### config.mk
export PLATFORM = sky130hd
export DESIGN_NAME = group_reverse_reorder
export DESIGN_NICKNAME = d
export VERILOG_FILES = /design/src/hw/rtl/grr_pkg.sv /design/src/hw/rtl/grr_group_mem.sv /design/src/hw/rtl/grr_ctrl.sv /design/src/hw/rtl/group_reverse_reorder.sv
export VERILOG_INCLUDE_DIRS = /design/src /design/src/hw/rtl
export SDC_FILE = /design/constraint.sdc
export NUM_CORES = 1
export LEC_CHECK = 0
export BUFFER_PORTS_ARGS = -buffer_cell sky130_fd_sc_hd__buf_4
export CORE_AREA = 2 2 247 225
export CTS_BUF_LIST = sky130_fd_sc_hd__clkbuf_16
export DETAILED_ROUTE_END_ITERATION = 12
export DIE_AREA = 0 0 249 227
export HOLD_SLACK_MARGIN = 0.15
export PLACE_DENSITY = 0.65
export SLEW_MARGIN = 30
export SYNTH_ARGS = -nofsm -noshare
export SYNTH_HDL_FRONTEND = slang
export SYNTH_SLANG_ARGS = --single-unit
### constraint.sdc
create_clock -name clk -period 8.75 [get_ports clk]
set_input_delay 1.75 -clock clk [delete_from_list [all_inputs] [get_ports clk]]
set_output_delay 1.75 -clock clk [all_outputs]
set_load 0.01 [all_outputs]
### src/hw/rtl/group_reverse_reorder_assert.svh
// assertion macros shared by the reorder block
`ifndef GROUP_REVERSE_REORDER_ASSERT_SVH
`define GROUP_REVERSE_REORDER_ASSERT_SVH

// condition a implies condition b in the same cycle
`define GRR_ASSERT_NOW(label, a, b) \
  label: assert property (@(posedge clk) disable iff (rst) (a) |-> (b)) \
    else $error("reorder assertion failed");

// condition a implies condition b in the following cycle
`define GRR_ASSERT_NEXT(label, a, b) \
  label: assert property (@(posedge clk) disable iff (rst) (a) |=> (b)) \
    else $error("reorder assertion failed");

`endif

### src/hw/rtl/grr_pkg.sv
`default_nettype none

package grr_pkg;

  // fixed field widths
  localparam int VALUE_W = 32;
  localparam int SIZE_W  = 5;

  // default group storage depth
  localparam int GRR_MAX_GROUP = 16;

  // group size after reset
  localparam logic [SIZE_W-1:0] SIZE_RESET = 5'd2;

  // memory strobes from the sequencer
  typedef struct packed {
    logic wr_en;
    logic rd_en;
  } mem_ctl_t;

endpackage

`default_nettype wire

### src/hw/rtl/grr_group_mem.sv
`default_nettype none

module grr_group_mem import grr_pkg::*; #(
  parameter int MAX_GROUP = GRR_MAX_GROUP,
  localparam int AW = (MAX_GROUP > 1) ? $clog2(MAX_GROUP) : 1
) (
  input  wire logic               clk,
  input  wire mem_ctl_t           ctl,
  input  wire logic [AW-1:0]      wr_addr,
  input  wire logic [VALUE_W-1:0] wr_data,
  input  wire logic [AW-1:0]      rd_addr,
  output logic      [VALUE_W-1:0] rd_data
);

  logic [VALUE_W-1:0] mem [MAX_GROUP];

  // write port
  always_ff @(posedge clk) begin
    if (ctl.wr_en) begin
      mem[wr_addr] <= wr_data;
    end
  end

  // registered read port, holds while no read is issued
  always_ff @(posedge clk) begin
    if (ctl.rd_en) begin
      rd_data <= mem[rd_addr];
    end
  end

endmodule

`default_nettype wire

### src/hw/rtl/grr_ctrl.sv
`default_nettype none

`include "group_reverse_reorder_assert.svh"

module grr_ctrl import grr_pkg::*; #(
  parameter int MAX_GROUP = GRR_MAX_GROUP,
  localparam int AW = (MAX_GROUP > 1) ? $clog2(MAX_GROUP) : 1
) (
  input  wire logic              clk,
  input  wire logic              rst,
  input  wire logic [SIZE_W-1:0] group_size,
  input  wire logic              in_valid,
  output logic                   in_stall,
  input  wire logic              list_end,
  output logic                   out_valid,
  input  wire logic              out_stall,
  output logic                   burst_last,
  output logic                   list_last,
  output mem_ctl_t               mem_ctl,
  output logic      [AW-1:0]     wr_addr,
  output logic      [AW-1:0]     rd_addr
);

  localparam int KW = (AW + 1 > SIZE_W) ? AW + 1 : SIZE_W;

  logic [AW-1:0] fill_count, fill_count_next;
  logic [AW-1:0] widx;
  logic [KW-1:0] size_ext, k_eff, n_ext;
  logic          full, in_acc, emit, issue, last_rd;
  logic          busy;
  logic [AW-1:0] ptr, left;
  logic          rev, endf;

  // effective group size: zero acts as one, large values saturate
  always_comb begin
    size_ext = KW'(group_size);
    if (size_ext == '0) begin
      k_eff = KW'(1);
    end else if (size_ext > KW'(MAX_GROUP)) begin
      k_eff = KW'(MAX_GROUP);
    end else begin
      k_eff = size_ext;
    end
  end

  // write slot and group close decision
  always_comb begin
    if (KW'(fill_count) >= KW'(MAX_GROUP)) begin
      widx = AW'(MAX_GROUP - 1);
    end else begin
      widx = fill_count;
    end
    n_ext = KW'(widx) + KW'(1);
    full  = (n_ext >= k_eff);
  end

  assign in_stall = busy;
  assign in_acc   = in_valid && !busy;
  assign emit     = in_acc && (full || list_end);
  assign issue    = busy && (!out_valid || !out_stall);
  assign last_rd  = (left == '0);

  // fill count update
  always_comb begin
    fill_count_next = fill_count;
    if (emit) begin
      fill_count_next = '0;
    end else if (in_acc) begin
      fill_count_next = AW'(n_ext);
    end
  end

  // memory strobes and addresses
  always_comb begin
    mem_ctl.wr_en = in_acc;
    mem_ctl.rd_en = issue;
    wr_addr       = widx;
    rd_addr       = ptr;
  end

  // control state
  always_ff @(posedge clk) begin
    if (rst) begin
      fill_count <= '0;
      busy       <= 1'b0;
      out_valid  <= 1'b0;
    end else begin
      fill_count <= fill_count_next;
      if (emit) begin
        busy <= 1'b1;
      end else if (issue && last_rd) begin
        busy <= 1'b0;
      end
      if (issue) begin
        out_valid <= 1'b1;
      end else if (!out_stall) begin
        out_valid <= 1'b0;
      end
    end
  end

  // drain pointer, count and result flags
  always_ff @(posedge clk) begin
    if (emit) begin
      ptr  <= full ? widx : '0;
      left <= widx;
      rev  <= full;
      endf <= list_end;
    end else if (issue) begin
      ptr  <= rev ? (ptr - AW'(1)) : (ptr + AW'(1));
      left <= left - AW'(1);
    end
    if (issue) begin
      burst_last <= last_rd;
      list_last  <= last_rd && endf;
    end
  end

  // checks on the sequencer
  `GRR_ASSERT_NEXT(a_issue_fills_out, issue, out_valid)
  `GRR_ASSERT_NEXT(a_emit_starts_drain, emit, busy && (fill_count == '0))
  `GRR_ASSERT_NOW(a_list_last_closes_burst, out_valid && list_last, burst_last)
  `GRR_ASSERT_NEXT(a_stall_holds_flags, out_valid && out_stall && busy,
                   out_valid && $stable(burst_last) && $stable(list_last))
  `GRR_ASSERT_NEXT(a_idle_drain_holds, busy && !issue, $stable(ptr) && $stable(left))

endmodule

`default_nettype wire

### src/hw/rtl/group_reverse_reorder.sv
// channel   direction  handshake            payload
// cfg       in         cfg_valid/cfg_ready  group_size
// in        in         in_valid/in_stall    value, list_end
// out       out        out_valid/out_stall  out_value, burst_last, list_last
//
// an item that does not close a group does not raise in_stall
// an item that closes a group holds in_stall high while the single memory read port
// drains the group, one result per cycle while out_stall is low
// out_stall pauses the drain; the next item is taken while the last result waits
// rst is synchronous; group storage needs no clearing pass
// cfg_ready is always high, group_size resets to two

`default_nettype none

module group_reverse_reorder import grr_pkg::*; #(
  parameter int MAX_GROUP = GRR_MAX_GROUP
) (
  input  wire logic                      clk,
  input  wire logic                      rst,
  input  wire logic                      cfg_valid,
  output logic                           cfg_ready,
  input  wire logic        [SIZE_W-1:0]  group_size,
  input  wire logic                      in_valid,
  output logic                           in_stall,
  input  wire logic signed [VALUE_W-1:0] value,
  input  wire logic                      list_end,
  output logic                           out_valid,
  input  wire logic                      out_stall,
  output logic signed      [VALUE_W-1:0] out_value,
  output logic                           burst_last,
  output logic                           list_last
);

  localparam int AW = (MAX_GROUP > 1) ? $clog2(MAX_GROUP) : 1;

  logic [SIZE_W-1:0]  size_reg;
  mem_ctl_t           mem_ctl;
  logic [AW-1:0]      wr_addr, rd_addr;
  logic [VALUE_W-1:0] rd_data;

  // group size register
  assign cfg_ready = 1'b1;
  always_ff @(posedge clk) begin
    if (rst) begin
      size_reg <= SIZE_RESET;
    end else if (cfg_valid && cfg_ready) begin
      size_reg <= group_size;
    end
  end

  // sequencer
  grr_ctrl #(.MAX_GROUP(MAX_GROUP)) u_ctrl (
    .clk        (clk),
    .rst        (rst),
    .group_size (size_reg),
    .in_valid   (in_valid),
    .in_stall   (in_stall),
    .list_end   (list_end),
    .out_valid  (out_valid),
    .out_stall  (out_stall),
    .burst_last (burst_last),
    .list_last  (list_last),
    .mem_ctl    (mem_ctl),
    .wr_addr    (wr_addr),
    .rd_addr    (rd_addr)
  );

  // group storage, its read register is the output value
  grr_group_mem #(.MAX_GROUP(MAX_GROUP)) u_mem (
    .clk     (clk),
    .ctl     (mem_ctl),
    .wr_addr (wr_addr),
    .wr_data (value),
    .rd_addr (rd_addr),
    .rd_data (rd_data)
  );

  assign out_value = rd_data;

endmodule

`default_nettype wire

== Word-level counts from Yosys, hierarchy flattened ==
Memory sizes are Yosys's and may differ from the RTL's. A register that Yosys moved wholly into a read port is not among the register bits.
Cells that the tools add are included.
Word-level totals
  bits in registers: 23
  logic and storage cells: 47
  memories: 1
  bits in writable memories: 512
  output and inout bits: 37
Operators by class
  muxes and demuxes: 14
  reductions and logical operators: 15
  add/subtract/negate cells: 4
  equal/unequal tests: 1
  magnitude comparators: 2
Memories
  u_mem.mem: words 16, width 32, rd ports 1, clocked after memory_dff 1, wr ports 1, RTL line grr_group_mem.sv:15  | logic [VALUE_W-1:0] mem [MAX_GROUP];
Operator list (count)
  $mux W4: 6
  $mux W5: 2
  $sub A4 B1 Y4 const B: 2
  $mux W1: 6
  $add A4 B1 Y5 const B: 1
  $ge A5 B5 Y1: 1
  $gt A5 B5 Y1 const B: 1
  $logic_and A1 B1 Y1: 5
  $logic_not A5 Y1: 1
  $add A4 B1 Y4 const B: 1
  $logic_not A4 Y1: 1
  $reduce_bool A2 Y1: 2
  $logic_not A1 Y1: 3
  $logic_or A1 B1 Y1: 2
  $ne A2 B1 Y1 const B: 1
  $reduce_or A2 Y1: 1

== Logic depth before layout (Yosys ltp) ==
Gate-level depths: netlist (run 1).
  word-level depth: 7
  mapped depth: 10
  mapped depth without buffers: 10

== By module ==
Synthesis (run 1) repeated with hierarchy kept, for this count alone.
Unflattened totals
  cells, all modules: 954
  area, all modules: 21406.8 um2
Modules (own cells, without submodules)
  grr_group_mem: sequential area each 16335.7 um2, cells an instance 838, instances 1, area an instance 20174.3 um2
  grr_ctrl: sequential area each 480.5 um2, cells an instance 98, instances 1, area an instance 1037.2 um2
  group_reverse_reorder: sequential area each 100.1 um2, cells an instance 18, instances 1, area an instance 195.2 um2

== Worst setup path after synthesis (run 1) ==
OpenSTA, ideal clock, no wires.
  path type: input to register
  start point: input port in_valid
  end point: memory u_mem.mem[3][0], enable pin
  setup time: 0.461 ns
  data arrival time: 4.614 ns
  stages on the path: 4
  data required time: 8.289 ns
  slack: 3.676 ns
  path buffers: 1
  cells stage by stage: nor2b_1 buf_1 nand2_1 nor3_1
Between the ends
  word-level cells in the longest chain between the ends: 3
Ends and longest elaborated chain
  from (decl): RTL line group_reverse_reorder.sv:23  | input wire logic in_valid,
  $logic_and A1 B1 Y1: RTL line grr_ctrl.sv:58  | assign in_acc = in_valid && !busy;
  $mux W1: RTL line grr_group_mem.sv:19  | if (ctl.wr_en) begin
  $mux W1 (not written as such): RTL line grr_group_mem.sv:20  | mem[wr_addr] <= wr_data;
  to (decl): RTL line grr_group_mem.sv:15
No other way between the ends.

== Final worst setup path (run 1) ==
  start point: input port in_valid
  end point: memory u_mem.mem[11][13], enable pin
The elaborated chain is that of the path after synthesis.

==> impl_results.md, run 1 <==
* Status: finished, final reports clean
* WL per Instance at 22.79 um
* Ant diodes at 0
* Netlist cell types at 35
* Final period util at 0.4161
* DIE WIDTH at 249 um
* Hold crit path type: register to register
* CTS Sinks at 567
* CTS tree: done
* Worst Skew at 8.335 ps
* Post-cts resize count at 0
* Hold buffers post-CTS at 0
* Layout area overhead at 16.77%
* Critical Path Slowest Stage Cell: nor2b_1
* Final antenna-violating net count at 0
* Min Hold Slack at 499.1 ps
* CP Launch Type: primary input
* Slew Limit Fails at 0
* Hold Path End: size_reg[0]$_SDFFE_PP0P_
* Crit Path Max Fanout at 17
* Setup violations, final at 0
* Sequential share of the synthesized area at 0.7902
* Io pins at 80
* Hold_sp: size_reg[0]$_SDFFE_PP0P_
* Tmin final at 3641 ps
* H-tree depth at 2
* Static Leak at 8.100 nW
* Element type at the critical path end: register
* Avg Cell Area, Syn at 22.35 um^2
* Worst Setup Path Type: primary input to register
* Largest net degree at the start of global routing at 131
* Net count after synthesis at 1014
* Global placer's final weighted congestion at 0.7194
* DR vias/cell at 5.334
* RSZ-0062 raised after global routing: false
* Synth top cells by count: edfxtp_1, mux4_2, a22oi_1
* Final Hold Fails at 0
* Initial antenna violation count at 0
* Starting density of the core at 0.3978
* Slowest stage delay, CP at 710 ps
* WHS Path Cells at 2
* CP cell instances: buf_4, nor2b_1, nand2_1, nor2_4, buf_16
* Die area at 56520 um^2
* R2R Path Start: u_ctrl.in_stall$_SDFFE_PP0P_
* Leading area contributor after synthesis: edfxtp_1
* Core area at 53820 um^2
* Required @ worst endpoint at 9040 ps
* Top cells by area, synth: edfxtp_1, mux4_2, a22oi_1
* Vias in the first global route at 10089
* Max-slew headroom at 0.3886
* Cell count after synthesis at 958
* Cells on worst reg2reg path at 4
* Critical path arrival at 3930 ps
* Worst Path Buf+Inv at 2
* Clock root buffer: clkbuf_16
* Rows at 81
* Total GRT Usage at 0.1486
* Pwr dens at 260.0 nW/um^2
* HPWL Detailed at 24940 um
* Max FFs per register at 512
* Post-synth EDFFs at 556
* Max VDD drop at 0.0001650 V
* Setup TNS at 0 ps
* Worst R2R Setup Slack at 6010 ps
* Share of layout cells above drive strength 1 at 0.2951
* Residual DRC count at 0
* Primary FF master, synth: edfxtp_1
* Worst skew pair latency at 590 ps
* Synth Register Bits at 567
* Clk buf depth at 3
* Initial DRC count at 944
* TritonCTS Buffers at 54
* Via count at 9670
* Clk slew on worst S/H paths at 60 ps
* Worst Max-Slew Pin Slew at 915.2 ps
* Most used standard cell by instance count after synthesis: edfxtp_1
* Ys async rst share at 0
* Fin nets at 1125
* # port buffers at 78
* Chip Height at 227 um
* Post-CTS setup buffer count at 0
* First-pass GRT wire length at 62760 um
* Pre-Repair DR Iteration Count at 5
* Cell family with most CP delay: simple AND/OR/NAND/NOR gates
* Top cell type's share of synthesized area at 0.7799
* Warnings, synthesis at 0
* Gr ovfl total at 0
* Maxcap violations at 0
* Post-detailed-routing wire length at 41320 um
* Fmax at 0.2746 GHz
* Crit Reg-Reg Endpoint: u_mem.mem[11][13]$_DFFE_PP_
* Post-Syn Area at 21410 um^2
stage by stage:
| stage | worst slack [ps] | instance area, um^2 | util | instances | power (mW) |
|---|---|---|---|---|---|
| after floorplan | 3676 | 21410 | - | 958 | 3.938 |
| after global placement | 4328 | 22850 | 0.4246 | 1701 | 4.285 |
| after detailed placement | 4493 | 23280 | 0.4326 | 1717 | 4.345 |
| after CTS | 5125 | 24970 | 0.4640 | 1812 | 6.568 |
| after global routing | 5020 | 25000 | 0.4645 | 1813 | 6.763 |
| final | 5109 | 25000 | 0.4645 | 1813 | 6.499 |
cell usage in the layout, fill, tap and decap left out, types with 2 or more instances in the layout:
| cell | netlist | routed |
|---|---|---|
| ha_1 | 12 | 12 |
| dfxtp_1 | 11 | 11 |
| bufinv_16 | 0 | 4 |
| a22oi_1 | 64 | 64 |
| nor2_1 | 21 | 8 |
| inv_1 | 9 | 25 |
| buf_12 | 0 | 2 |
| mux2i_1 | 7 | 7 |
| a21o_1 | 2 | 2 |
| nor3_1 | 10 | 6 |
| clkinv_1 | 0 | 9 |
| nand3_1 | 2 | 2 |
| clkinv_2 | 0 | 7 |
| nor2b_1 | 4 | 2 |
| nand2_1 | 46 | 46 |
| mux4_2 | 128 | 128 |
| nor2b_4 | 0 | 2 |
| xor2_1 | 4 | 4 |
| xnor2_1 | 6 | 6 |
| nor3_2 | 0 | 4 |
| a21oi_1 | 5 | 5 |
| clkbuf_16 | 0 | 57 |
| edfxtp_1 | 556 | 556 |
| nand2b_1 | 4 | 4 |
| buf_4 | 3 | 86 |
| o22ai_1 | 3 | 3 |
| nor2_4 | 0 | 13 |
| buf_16 | 0 | 16 |
final cells by class:
type,count,area (um^2)
Fill cell,4406,28820
Tap cell,705,882.1
Timing Repair Buffer,105,1141
Clock inverter,38,265.3
Sequential cell,567,16920
Multi-Input combinational cell,331,4329
Inverter,10,37.54
Clock buffer,57,1426
worst max path at each step:
| stage | start | end | slack, ps | depth (start not counted) |
|---|---|---|---|---|
| 3_5_place_dp | in_valid | u_mem.mem[11][13]$_DFFE_PP_ | 4490 | 5 |
| 4_1_cts | in_valid | u_mem.mem[11][15]$_DFFE_PP_ | 5120 | 5 |
| 6_report | in_valid | u_mem.mem[11][13]$_DFFE_PP_ | 5110 | 5 |
| 2_1_floorplan | in_valid | u_mem.mem[3][0]$_DFFE_PP_ | 3680 | 4 |
| 5_1_grt | in_valid | u_mem.mem[11][24]$_DFFE_PP_ | 5020 | 5 |
| 3_3_place_gp | in_valid | u_mem.mem[15][15]$_DFFE_PP_ | 4330 | 4 |
report_power, final:
group	leakage (nW)	switching [mW]	internal [mW]
Sequential	5.13	0.0403	3.11
Combinational	2.08	0.611	0.502
Clock	0.890	0.951	1.28
Total	8.10	1.60	4.90
worst register-to-register path, stage by stage, from the launching register on:
cell and delay (ps):
dfxtp_1 340, nor2b_1 720, nand2_1 470, nor2_4 660
buf_16 250
cells by family after synthesis:
family / after synthesis / synth area share
compound gates: 79 / 0.02677
xor+xnor: 10 / 0.004091
flops: 567 / 0.7902
mux: 136 / 0.1385
fa+ha+maj: 13 / 0.007948
other cells: 1 / 0.0001752
simple gates: 92 / 0.01841
buf+inv: 60 / 0.01397
metal layers:
layer | vias to the layer above | routed length [um] | part of all wire | track usage
li1 | 4233 | - | - | -
met1 | 5108 | 18730 | 0.45 | 0.2062
met2 | 261 | 19910 | 0.48 | 0.2445
met3 | 68 | 1907 | 0.046 | 0.02767
met4 | 0 | 777 | 0.019 | 0.03930
met5 | - | 0 | 0 | 0
(Power assumes the default switching activity.)
==> run 2, diff against run 1 <==
Clock period 8.75 ns to 3.8 ns, I/O delays scaled along.
==> impl_results.md, run 2 (same netlist as run 1, synthesis figures left out) <==
* Status: finished, final reports clean
* Hold crit path type: primary input to register
* Largest net degree at the start of global routing at 116 (-11%)
* DR vias/cell at 5.361 (+0.51%)
* Static Leak at 8.075 nW (-0.31%)
* RSZ-0062 raised after global routing: false
* Layout area overhead at 16.93%
* DIE WIDTH at 249 um (unchanged)
* Placed Cells at 1719 (+0.12%)
* Max VDD drop at 0.0003388 V (+110%)
* Maxcap violations at 0 (unchanged)
* Cell family with most CP delay: compound AO/OA/AOI/OAI gates
* Initial DRC count at 922 (-2.3%)
* Die area at 56520 um^2 (unchanged)
* Gr ovfl total at 0 (unchanged)
* Slowest stage delay, CP at 690 ps (-20 ps)
* Tmin final at 2635 ps
* Metal2 WL at 20850 um (+4.7%)
* Setup violations, final at 0 (unchanged)
* Worst Max-Slew Pin Slew at 926.9 ps (+11.75 ps)
* Post-CTS setup buffer count at 0 (unchanged)
* Setup TNS at 0 ps (unchanged)
* Most frequent cells in the layout: edfxtp_1, mux4_2, buf_4, a22oi_1, clkbuf_16
* Residual DRC count at 0 (unchanged)
* Post-cts resize count at 0 (unchanged)
* Worst setup margin at 1165 ps (-3944 ps)
* Clock root buffer: clkbuf_16
* Total GRT Usage at 0.1559 (+0.007276)
* CTS Sinks at 567 (unchanged)
* Max FFs per register at 512 (unchanged)
* Final period util at 0.6934
* Vias in the first global route at 10397 (+3.1%)
* Crit Path Max Fanout at 10 (-7)
* Post-detailed-routing wire length at 43060 um (+4.2%)
* Clk slew on worst S/H paths at 60 ps (about the same)
* First-pass GRT wire length at 65390 um (+4.2%)
* CTS tree: done
* Chip Height at 227 um (unchanged)
* Critical Path Slowest Stage Cell: dfxtp_1
* CP Launch Type: register
* Fin nets at 1127 (+0.18%)
* Global placer's final weighted congestion at 0.7341 (+2.0%)
* Dpl ws at 1066 ps (-3427 ps)
* Worst Setup Path Type: register to register
* Top layer in use: met4
* Worst skew pair latency at 610 ps (+20 ps)
* Fmax at 0.3795 GHz
* Pre-Repair DR Iteration Count at 5 (unchanged)
* Share of layout cells above drive strength 1 at 0.3008 (+0.005679)
* Core area at 53820 um^2 (unchanged)
* Hold buffers post-CTS at 0 (unchanged)
* # port buffers at 78 (unchanged)
* Initial antenna violation count at 0 (unchanged)
* Via count at 9768 (+1.0%)
* Ant diodes at 0 (unchanged)
* TritonCTS Buffers at 55 (+1.9%)
* H-tree depth at 2 (unchanged)
* Met3 wire len at 1995 um (+4.6%)
* Pwr dens at 610.1 nW/um^2 (+130%)
* Rows at 81 (unchanged)
* Final cell count without fillers at 1822 (+0.50%)
* Io pins at 80 (unchanged)
* Final antenna-violating net count at 0 (unchanged)
* Final Hold Fails at 0 (unchanged)
* CP cell instances: xor2_1, ha_1, a21o_1, a31oi_1, o21ai_1, o21ai_2, nand2b_1
* Required @ worst endpoint at 4080 ps (-4960 ps)
* Starting density of the core at 0.3978 (unchanged)
* Max-slew headroom at 0.3821 (-0.006575)
* Critical path arrival at 2910 ps (-1020 ps)
* Most common cell after layout, fill and taps aside: edfxtp_1
* Clk buf depth at 3 (unchanged)
* Element type at the critical path end: register
* WL per Instance at 23.63 um (+3.7%)
* M1 wire length at 19280 um (+2.9%)
* HPWL Detailed at 23910 um (-4.1%)
* Worst Skew at 16.54 ps (+8.202 ps)
* Slew Limit Fails at 0 (unchanged)
* Worst R2R Setup Slack at 1160 ps (-4850 ps)
* Worst Path Buf+Inv at 0 (-2)
[run 2: final timing paths]
kind                                   from                         end  cells after the start
min reg2reg           u_ctrl.endf$_DFFE_PP_  u_ctrl.list_last$_DFFE_PP_                      1
max reg2reg  u_ctrl.wr_addr[2]$_SDFFE_PP0P_    u_ctrl.left[3]$_DFFE_PP_                      7
min                                list_end       u_ctrl.endf$_DFFE_PP_                      1
max          u_ctrl.wr_addr[2]$_SDFFE_PP0P_    u_ctrl.left[3]$_DFFE_PP_                      7
[run 2: power by group]
group	switching (mW)	internal, mW	total, mW
Clock	2.30	3.16	5.46
Combinational	1.41	1.14	2.54
Sequential	0.0980	7.17	7.27
[run 2: cell type report]
class | instances | area [um^2]
multi-input combinational | 331 | 4353
timing repair buffer | 106 | 1011
clock buffer | 56 | 1401
fill | 4414 | 28780
tap | 705 | 882.1
clock inverter | 47 | 430.4
sequential | 567 | 16920
inverter | 10 | 37.54
[run 2: metal layers]
metal,up-vias,GRT usage
met5,-,0
met4,0,0.04731
met3,66,0.02584
met2,258,0.2528
met1,5205,0.2192
li1,4239,-
[run 2: metrics by stage]
step	util	hold slack [ps]	power, mW	area (um^2)
finish	0.4651	369.5	15.27	25030
global route	0.4651	344.4	15.91	25030
CTS	0.4651	335.4	15.48	25030
detailed placement	0.4311	515.6	10.01	23200
global placement	0.4301	506.1	9.922	23140
floorplan	-	461.1	9.065	21430
[run 2: worst register-to-register path, delay by kind of cell, from the launching register on]
kind	cells	cell delay, ps
flops	1	690
simple gates	1	320
compound gates	4	830
xor+xnor	1	150
fa+ha+maj	1	330
